<file path="src/rtl/pid_aw_pkg.sv">
// Package for the PID controller with integrator clamp.
// Holds the fixed-point format, register indexes and saturating helpers.
// No dependencies.
`timescale 1ns / 1ps

package pid_aw_pkg;

    // Fixed-point format: signed values with FB fraction bits in VW bits.
    localparam int FB = 16;
    localparam int VW = 32;
    // Width of the time step field (unsigned).
    localparam int DT_W = 32;
    // Width of the scaled dividend and of the quotient.
    localparam int QW = VW + FB;
    // Width of the division step counter.
    localparam int CNT_W = $clog2(QW + 1);

    localparam logic signed [VW-1:0] V_MAX = {1'b0, {(VW-1){1'b1}}};
    localparam logic signed [VW-1:0] V_MIN = {1'b1, {(VW-1){1'b0}}};

    // Configuration register indexes.
    localparam int IDX_W = 3;
    localparam logic [IDX_W-1:0] REG_TARGET     = 3'd0;
    localparam logic [IDX_W-1:0] REG_KP         = 3'd1;
    localparam logic [IDX_W-1:0] REG_KI         = 3'd2;
    localparam logic [IDX_W-1:0] REG_KD         = 3'd3;
    localparam logic [IDX_W-1:0] REG_INT_FLOOR  = 3'd4;
    localparam logic [IDX_W-1:0] REG_INT_CEIL   = 3'd5;
    localparam logic [IDX_W-1:0] REG_DRV_FLOOR  = 3'd6;
    localparam logic [IDX_W-1:0] REG_DRV_CEIL   = 3'd7;

    // Shared multiplier operation selects.
    localparam logic [1:0] MUL_P  = 2'd0;
    localparam logic [1:0] MUL_ED = 2'd1;
    localparam logic [1:0] MUL_I  = 2'd2;
    localparam logic [1:0] MUL_D  = 2'd3;

    // Saturating signed add.
    function automatic logic signed [VW-1:0] sat_add(input logic signed [VW-1:0] a,
                                                     input logic signed [VW-1:0] b);
        logic signed [VW:0] s;
        begin
            s = {a[VW-1], a} + {b[VW-1], b};
            if (s[VW] != s[VW-1])
                return s[VW] ? V_MIN : V_MAX;
            return s[VW-1:0];
        end
    endfunction

    // Saturating signed subtract.
    function automatic logic signed [VW-1:0] sat_sub(input logic signed [VW-1:0] a,
                                                     input logic signed [VW-1:0] b);
        logic signed [VW:0] s;
        begin
            s = {a[VW-1], a} - {b[VW-1], b};
            if (s[VW] != s[VW-1])
                return s[VW] ? V_MIN : V_MAX;
            return s[VW-1:0];
        end
    endfunction

    // Raise to the floor first, then cut to the ceiling.
    function automatic logic signed [VW-1:0] clamp(input logic signed [VW-1:0] x,
                                                   input logic signed [VW-1:0] lo,
                                                   input logic signed [VW-1:0] hi);
        logic signed [VW-1:0] y;
        begin
            y = (x < lo) ? lo : x;
            if (y > hi)
                y = hi;
            return y;
        end
    endfunction

    // Magnitude of a signed value one bit wider than a value word.
    function automatic logic [VW-1:0] mag(input logic signed [VW:0] x);
        logic [VW:0] m;
        begin
            m = x[VW] ? (~x + 1'b1) : x;
            return m[VW-1:0];
        end
    endfunction

    // Put the sign on a magnitude and saturate to the value range.
    function automatic logic signed [VW-1:0] apply_sign(input logic [2*VW-1:0] q,
                                                        input logic neg);
        logic [2*VW-1:0] lim_neg;
        logic [2*VW-1:0] lim_pos;
        begin
            lim_neg = {{VW{1'b0}}, 1'b1, {(VW-1){1'b0}}};
            lim_pos = {{(VW+1){1'b0}}, {(VW-1){1'b1}}};
            if (neg)
                return (q > lim_neg) ? V_MIN : (~q[VW-1:0] + 1'b1);
            return (q > lim_pos) ? V_MAX : q[VW-1:0];
        end
    endfunction

endpackage

</file>
<file path="src/rtl/pid_controller_antiwindup.sv">
// PID controller with integrator clamp, top level.
// Uses pid_aw_pkg for the number format, register indexes and helpers.
`timescale 1ns / 1ps

// Usage:
// Each input word on the s_ group carries a measurement, a time step and a
// clear-integral flag; each output word on the m_ group carries the clamped
// drive. Gains, setpoint and limits are written through cfg_we, cfg_index
// and cfg_data while the block is idle; a write takes effect at once.
// One word is worked at a time. The time step sets the path: the restoring
// divider for the derivative, which produces one quotient bit a cycle over 48
// bits, runs only with a nonzero time step, and with a zero time step the
// derivative term is zero. The single 32 x 32 multiplier serves all four
// products, each through a load step, a product step and a finish step.
// s_tready is high only while the sequencer is idle, so a new word is taken
// only after the last one has moved into the result register.
// The result register parts the two sides: a new word is accepted while a
// result still waits, and the finished next result waits until the register
// is taken.
// Reset clears the kept error and the accumulation to zero, the gains and
// setpoint to zero and the limits to the widest range, and empties the
// output register.
module pid_controller_antiwindup (
    input  logic                          clk,
    input  logic                          rst_n,
    // Input words.
    input  logic                          s_tvalid,
    output logic                          s_tready,
    input  logic [63:0]                   s_tdata,  // measured_value, time_step
    input  logic                          s_tuser,  // clear_integral
    // Result words.
    output logic                          m_tvalid,
    input  logic                          m_tready,
    output logic [31:0]                   m_tdata,  // drive_value
    // Configuration writes.
    input  logic                          cfg_we,
    input  logic [pid_aw_pkg::IDX_W-1:0]  cfg_index,
    input  logic [31:0]                   cfg_data
);
    import pid_aw_pkg::*;

    // Sequencer state codes.
    localparam logic [3:0] S_IDLE    = 4'd0;
    localparam logic [3:0] S_ERR     = 4'd1;
    localparam logic [3:0] S_DIFF    = 4'd2;
    localparam logic [3:0] S_MUL_LD  = 4'd3;
    localparam logic [3:0] S_MUL_PRD = 4'd4;
    localparam logic [3:0] S_MUL_FIN = 4'd5;
    localparam logic [3:0] S_ACC     = 4'd6;
    localparam logic [3:0] S_DIV     = 4'd7;
    localparam logic [3:0] S_DIV_FIN = 4'd8;
    localparam logic [3:0] S_SUM1    = 4'd9;
    localparam logic [3:0] S_SUM2    = 4'd10;
    localparam logic [3:0] S_DONE    = 4'd11;

    logic [3:0]             state_reg;
    logic [1:0]             mul_sel_reg;
    logic [CNT_W-1:0]       cnt_reg;
    logic                   out_valid_reg;

    // Configuration registers.
    logic signed [VW-1:0]   target_reg;
    logic signed [VW-1:0]   kp_reg;
    logic signed [VW-1:0]   ki_reg;
    logic signed [VW-1:0]   kd_reg;
    logic signed [VW-1:0]   int_floor_reg;
    logic signed [VW-1:0]   int_ceil_reg;
    logic signed [VW-1:0]   drv_floor_reg;
    logic signed [VW-1:0]   drv_ceil_reg;

    // Kept controller state.
    logic signed [VW-1:0]   prev_err_reg;
    logic signed [VW-1:0]   acc_st_reg;

    // Working registers of one word.
    logic signed [VW-1:0]   meas_reg;
    logic [DT_W-1:0]        dt_reg;
    logic                   clr_reg;
    logic signed [VW-1:0]   err_reg;
    logic signed [VW-1:0]   diff_reg;
    logic signed [VW-1:0]   p_reg;
    logic signed [VW-1:0]   ed_reg;
    logic signed [VW-1:0]   i_reg;
    logic signed [VW-1:0]   quot_reg;
    logic signed [VW-1:0]   d_reg;
    logic signed [VW-1:0]   drive_reg;
    logic signed [VW-1:0]   out_reg;

    // Shared multiplier registers.
    logic [VW-1:0]          mul_a_reg;
    logic [VW-1:0]          mul_b_reg;
    logic                   mul_neg_reg;
    logic [2*VW-1:0]        prod_reg;

    // Divider registers: the dividend shifts out while quotient bits shift in.
    logic [QW-1:0]          num_reg;
    logic [DT_W-1:0]        rem_reg;

    logic                   in_fire;
    logic                   out_load;
    logic signed [VW-1:0]   op_a;
    logic signed [VW:0]     op_b;
    logic signed [VW-1:0]   mul_res;
    logic signed [VW-1:0]   acc_new;
    logic [DT_W:0]          rem_try;
    logic                   rem_ge;
    logic [DT_W:0]          rem_sub;

    assign s_tready = (state_reg == S_IDLE);
    assign in_fire  = s_tvalid && s_tready;
    assign out_load = (state_reg == S_DONE) && (!out_valid_reg || m_tready);
    assign m_tvalid = out_valid_reg;
    assign m_tdata  = out_reg;

    // Operand selection for the shared multiplier.
    always_comb
    begin
        case (mul_sel_reg)
            MUL_P:
            begin
                op_a = kp_reg;
                op_b = {err_reg[VW-1], err_reg};
            end
            MUL_ED:
            begin
                op_a = err_reg;
                op_b = {1'b0, dt_reg};
            end
            MUL_I:
            begin
                op_a = ki_reg;
                op_b = {acc_st_reg[VW-1], acc_st_reg};
            end
            default:
            begin
                op_a = kd_reg;
                op_b = {quot_reg[VW-1], quot_reg};
            end
        endcase
    end

    // Product rescaled by the fraction bits and saturated.
    assign mul_res = apply_sign(prod_reg >> FB, mul_neg_reg);

    // New accumulation, clamped to the anti-windup limits.
    assign acc_new = clamp(sat_add(ed_reg, clr_reg ? '0 : acc_st_reg),
                           int_floor_reg, int_ceil_reg);

    // One restoring division step.
    assign rem_try = {rem_reg, num_reg[QW-1]};
    assign rem_ge  = (rem_try >= {1'b0, dt_reg});
    assign rem_sub = rem_try - {1'b0, dt_reg};

    // Sequencer, configuration and kept state.
    always_ff @(posedge clk or negedge rst_n)
    begin
        if (!rst_n)
        begin
            state_reg     <= S_IDLE;
            mul_sel_reg   <= MUL_P;
            cnt_reg       <= '0;
            out_valid_reg <= 1'b0;
            target_reg    <= '0;
            kp_reg        <= '0;
            ki_reg        <= '0;
            kd_reg        <= '0;
            int_floor_reg <= V_MIN;
            int_ceil_reg  <= V_MAX;
            drv_floor_reg <= V_MIN;
            drv_ceil_reg  <= V_MAX;
            prev_err_reg  <= '0;
            acc_st_reg    <= '0;
        end
        else
        begin
            if (cfg_we)
            begin
                unique case (cfg_index)
                    REG_TARGET:    target_reg    <= cfg_data;
                    REG_KP:        kp_reg        <= cfg_data;
                    REG_KI:        ki_reg        <= cfg_data;
                    REG_KD:        kd_reg        <= cfg_data;
                    REG_INT_FLOOR: int_floor_reg <= cfg_data;
                    REG_INT_CEIL:  int_ceil_reg  <= cfg_data;
                    REG_DRV_FLOOR: drv_floor_reg <= cfg_data;
                    REG_DRV_CEIL:  drv_ceil_reg  <= cfg_data;
                    default:       ;
                endcase
            end

            // The result register empties when taken and fills from the sequencer.
            if (out_load)
                out_valid_reg <= 1'b1;
            else if (m_tready)
                out_valid_reg <= 1'b0;

            unique case (state_reg)
                S_IDLE:
                begin
                    if (in_fire)
                        state_reg <= S_ERR;
                end
                S_ERR:
                begin
                    state_reg <= S_DIFF;
                end
                S_DIFF:
                begin
                    prev_err_reg <= err_reg;
                    mul_sel_reg  <= MUL_P;
                    state_reg    <= S_MUL_LD;
                end
                S_MUL_LD:
                begin
                    state_reg <= S_MUL_PRD;
                end
                S_MUL_PRD:
                begin
                    state_reg <= S_MUL_FIN;
                end
                S_MUL_FIN:
                begin
                    case (mul_sel_reg)
                        MUL_P:
                        begin
                            mul_sel_reg <= MUL_ED;
                            state_reg   <= S_MUL_LD;
                        end
                        MUL_ED:
                        begin
                            state_reg <= S_ACC;
                        end
                        MUL_I:
                        begin
                            cnt_reg   <= QW[CNT_W-1:0];
                            state_reg <= (dt_reg != '0) ? S_DIV : S_SUM1;
                        end
                        default:
                        begin
                            state_reg <= S_SUM1;
                        end
                    endcase
                end
                S_ACC:
                begin
                    acc_st_reg  <= acc_new;
                    mul_sel_reg <= MUL_I;
                    state_reg   <= S_MUL_LD;
                end
                S_DIV:
                begin
                    cnt_reg <= cnt_reg - 1'b1;
                    if (cnt_reg == {{(CNT_W-1){1'b0}}, 1'b1})
                        state_reg <= S_DIV_FIN;
                end
                S_DIV_FIN:
                begin
                    mul_sel_reg <= MUL_D;
                    state_reg   <= S_MUL_LD;
                end
                S_SUM1:
                begin
                    state_reg <= S_SUM2;
                end
                S_SUM2:
                begin
                    state_reg <= S_DONE;
                end
                S_DONE:
                begin
                    if (out_load)
                        state_reg <= S_IDLE;
                end
                default:
                begin
                    state_reg <= S_IDLE;
                end
            endcase
        end
    end

    // Datapath registers.
    always_ff @(posedge clk)
    begin
        if (in_fire)
        begin
            meas_reg <= s_tdata[VW-1:0];
            dt_reg   <= s_tdata[63:32];
            clr_reg  <= s_tuser;
        end

        case (state_reg)
            S_ERR:
            begin
                err_reg <= sat_sub(target_reg, meas_reg);
            end
            S_DIFF:
            begin
                diff_reg <= sat_sub(err_reg, prev_err_reg);
            end
            S_MUL_LD:
            begin
                mul_a_reg   <= mag({op_a[VW-1], op_a});
                mul_b_reg   <= mag(op_b);
                mul_neg_reg <= op_a[VW-1] ^ op_b[VW];
            end
            S_MUL_PRD:
            begin
                prod_reg <= mul_a_reg * mul_b_reg;
            end
            S_MUL_FIN:
            begin
                case (mul_sel_reg)
                    MUL_P:   p_reg  <= mul_res;
                    MUL_ED:  ed_reg <= mul_res;
                    MUL_I:
                    begin
                        i_reg   <= mul_res;
                        d_reg   <= '0;
                        num_reg <= {mag({diff_reg[VW-1], diff_reg}), {FB{1'b0}}};
                        rem_reg <= '0;
                    end
                    default: d_reg  <= mul_res;
                endcase
            end
            S_DIV:
            begin
                num_reg <= {num_reg[QW-2:0], rem_ge};
                rem_reg <= rem_ge ? rem_sub[DT_W-1:0] : rem_try[DT_W-1:0];
            end
            S_DIV_FIN:
            begin
                quot_reg <= apply_sign({{(2*VW-QW){1'b0}}, num_reg}, diff_reg[VW-1]);
            end
            S_SUM1:
            begin
                p_reg <= sat_add(p_reg, i_reg);
            end
            S_SUM2:
            begin
                drive_reg <= clamp(sat_add(p_reg, d_reg), drv_floor_reg, drv_ceil_reg);
            end
            default:
            begin
            end
        endcase

        if (out_load)
            out_reg <= drive_reg;
    end

`ifndef ASSERT_OFF
    // An accepted word keeps the sequencer busy in the next cycle.
    a_busy_after_accept: assert property (@(posedge clk) disable iff (!rst_n)
        in_fire |=> !s_tready)
        else $error("input accepted twice in a row");

    // The division counter is never zero inside the divide state.
    a_div_count: assert property (@(posedge clk) disable iff (!rst_n)
        (state_reg == S_DIV) |-> (cnt_reg != '0))
        else $error("divider entered with an empty step count");

    // A newly stored accumulation does not pass the upper anti-windup limit.
    a_acc_ceiling: assert property (@(posedge clk) disable iff (!rst_n)
        (state_reg == S_ACC) |=> (acc_st_reg <= int_ceil_reg))
        else $error("accumulation above its ceiling");

    // A waiting result is not overwritten by the next one.
    a_out_hold: assert property (@(posedge clk) disable iff (!rst_n)
        (state_reg == S_DONE && out_valid_reg && !m_tready) |=> $stable(out_reg))
        else $error("waiting result overwritten");
`endif

endmodule

</file>
<file path="config.mk">
export PLATFORM = sky130hd
export DESIGN_NAME = pid_controller_antiwindup
export DESIGN_NICKNAME = d
export VERILOG_FILES = /design/src/rtl/pid_aw_pkg.sv /design/src/rtl/pid_controller_antiwindup.sv
export SDC_FILE = /design/constraint.sdc
export NUM_CORES = 2
export LEC_CHECK = 0
export BUFFER_PORTS_ARGS = -buffer_cell sky130_fd_sc_hd__buf_2
export CORE_MARGIN = 1.5
export CORE_UTILIZATION = 55
export DETAILED_ROUTE_END_ITERATION = 10
export PLACE_DENSITY = 0.71
export SLEW_MARGIN = 20
export SYNTH_ARGS = -nofsm -noshare
export SYNTH_HDL_FRONTEND = slang
export SYNTH_SLANG_ARGS = --single-unit
</file>
<file path="constraint.sdc">
create_clock -name clk -period 13.9 [get_ports clk]
set_clock_uncertainty 0.1 [all_clocks]
set_input_delay 2.78 -clock clk [delete_from_list [all_inputs] [get_ports clk]]
set_output_delay 2.78 -clock clk [all_outputs]
set_load 0.03 [all_outputs]
</file>
==> metrics <==
max_slew headroom=0.189; Area Growth Syn to Fin=7.34%; Overflow after GRT=0; Clock Tree Root=clkbuf_16; layout cells sized above 1=0.110; CP Max Fanout=32; Largest stage delay, worst path=approximately 0.59 ns; worst min-delay path startpoint=drive_reg[28]; max cap viols=0; RD Place Congestion=0.964; post-CTS setup buffers=0; first-pass GRT wire length=386000 um; setup total negative slack=0 ns; Worst R2R End=acc_st_reg[1]; hold path cells=0; Worst Hold Class=flip-flop to flip-flop; DRC Markers=0; via count=approximately 63000; most frequent cells in the layout=1316 x inv_1, 1148 x nand2_1, 901 x fa_1; status=finished clean; num rows=around 140; CTS tree=yes; Worst Tran Pin Value=~1.2 ns; Final setup viols=0; HPWL Detailed=between 150000 and 200000 um; leading cell type in the layout, fill and taps excluded=inv_1; yosys warns=0; Unique masters post-synth=96; Clock Pin Slew Worst Setup and Hold Paths=around 0.060 ns; CP arrival=approximately 11 ns; slowest CP cell=a2111oi_0; PortBufs=~140; Synth Register Bits=879; Max Root-Sink Buffers=3; Final ANT Viol Nets=0; Num Clock Sinks=about 880; Iteration-0 DRC Markers=approximately 5300; syn_nets=between 10000 and 15000; syn avg cell area=9.91 um^2; final worst path period need=10.77 ns; GRT Total Usage=0.326; H-tree depth=3; Post-layout nets=slightly above 10000; Core Area=between 150000 and 200000 um^2; worst r2r src=clr_reg; largest net degree at the start of global routing=approximately 160; worst skew pair latency=around 0.74 ns; post_cts resized=0; vias in the first global route=approximately 65000; Final Hold Fails=0; register area share after synthesis=0.295; max frequency=about 0.093 GHz; overall routed net length=around 250000 um; worst endpoint required time=between 10 and 15 ns; crit path capture type=flip-flop; number of fill cells in the layout=around 13000; Ports=about 140; ys async rst share=0.379; Die ar.=approximately 160000 um^2; cts hold-fix bufs=0; crit share post-route=0.775; Synth Flop Type=edfxtp_1; vias per inst=between 5 and 6; CP bufs+invs=6; initial antenna violation count=11; DIE WIDTH=approximately 390 um; RSZ-0062 raised after global routing=no; crit-path leading delay family=compound AO/OA/AOI/OAI gates; Final Slew Violations=0; Routed WL per cell=23.6 um; number of synthesized flops with an enable pin=roughly 550; worst reg-to-reg path cell count=42; CP dominant cell by count=buf_4; Worst Setup Start Kind=flip-flop; hold endpoint=m_tdata[28]; WS Path Type=flip-flop to flip-flop; reg2reg setup slack=around 3.1 ns; die height=between 300 and 400 um; Gate Count Post-Synth=~8500; final core utilization=0.594; Synth Cell Area=~84000 um^2; Starting Density=0.554; cts bufs inserted=about 90; 1st-pass router iterations=6
[stage by stage]
step	hold WS [ns]	setup slack [ns]	area, um^2	cells
global route	0.319	2.44	90300	10598
global placement	0.303	3.16	87200	10427
finish	0.318	3.13	90300	10606
detailed placement	0.305	3.23	87200	10427
CTS	0.318	3.13	90300	10598
floorplan	0.300	4.11	84100	8491
[synthesized netlist by cell type, types with 42 or more instances]
cell type / n / area (um^2)
a21o_1: 143 / 1070
a21oi_1: 399 / 2000
and2_1: 305 / 1910
clkbuf_1: 359 / 1350
dfrtp_1: 269 / 6730
dfstp_2: 64 / 1680
edfxtp_1: 546 / 16400
fa_1: 901 / 18000
ha_1: 589 / 7370
inv_1: 1316 / 4940
mux2_2: 291 / 3280
mux4_2: 62 / 1400
nand2_1: 1149 / 4310
nand2b_1: 59 / 369
nand3_1: 96 / 480
nand4_1: 59 / 369
nor2_1: 287 / 1080
nor2b_1: 79 / 494
nor3_1: 107 / 536
nor4_1: 50 / 313
o211ai_1: 42 / 315
o21a_1: 69 / 518
o21ai_0: 324 / 1620
or3_1: 54 / 338
xnor2_1: 143 / 1250
xor2_1: 130 / 1140
[cell families (layout without fill, tap and decap cells)]
group | Yosys count | count (layout) | synth area share
and+or+nand+nor | 2374 | 2374 | 0.133
AOI/OAI and AO/OA | 1386 | 1386 | 0.106
adders and majority gates | 1507 | 1507 | 0.304
other | 0 | 8 | 0
DFF | 879 | 879 | 0.295
muxes | 370 | 370 | 0.0576
xor gates and xnor gates | 273 | 273 | 0.0284
buffers and inverters | 1702 | 1779 | 0.0763
[cell type report]
class	instances	area, um^2	share of cell area
multi-input combinational	5910	53100	0.588
clock inverter	47	442	0.00489
clock buffer	124	2590	0.0287
timing repair buffer	291	1870	0.0208
inverter	1317	4940	0.0547
sequential	879	24800	0.275
tap	2030	2540	0.0281
antenna	8	20.0	0.000222
[per-layer routing]
metal	up-vias	wire [um]	GRT usage
met1	31954	105000	0.447
met2	2589	113000	0.510
met5	-	0	0
met4	0	13800	0.162
met3	558	18500	0.0460
li1	28232	-	-
[worst max-delay path by stage]
stage / end / cells past startpoint / from
floorplan: acc_st_reg[18] / 43 / clr_reg
global placement: acc_st_reg[1] / 42 / clr_reg
detailed placement: acc_st_reg[1] / 42 / clr_reg
CTS: acc_st_reg[1] / 42 / clr_reg
global route: acc_st_reg[1] / 42 / clr_reg
finish: acc_st_reg[1] / 42 / clr_reg
Power is not shown: default switching activity piles up to over one toggle a cycle in this logic, so the estimate is an artifact.
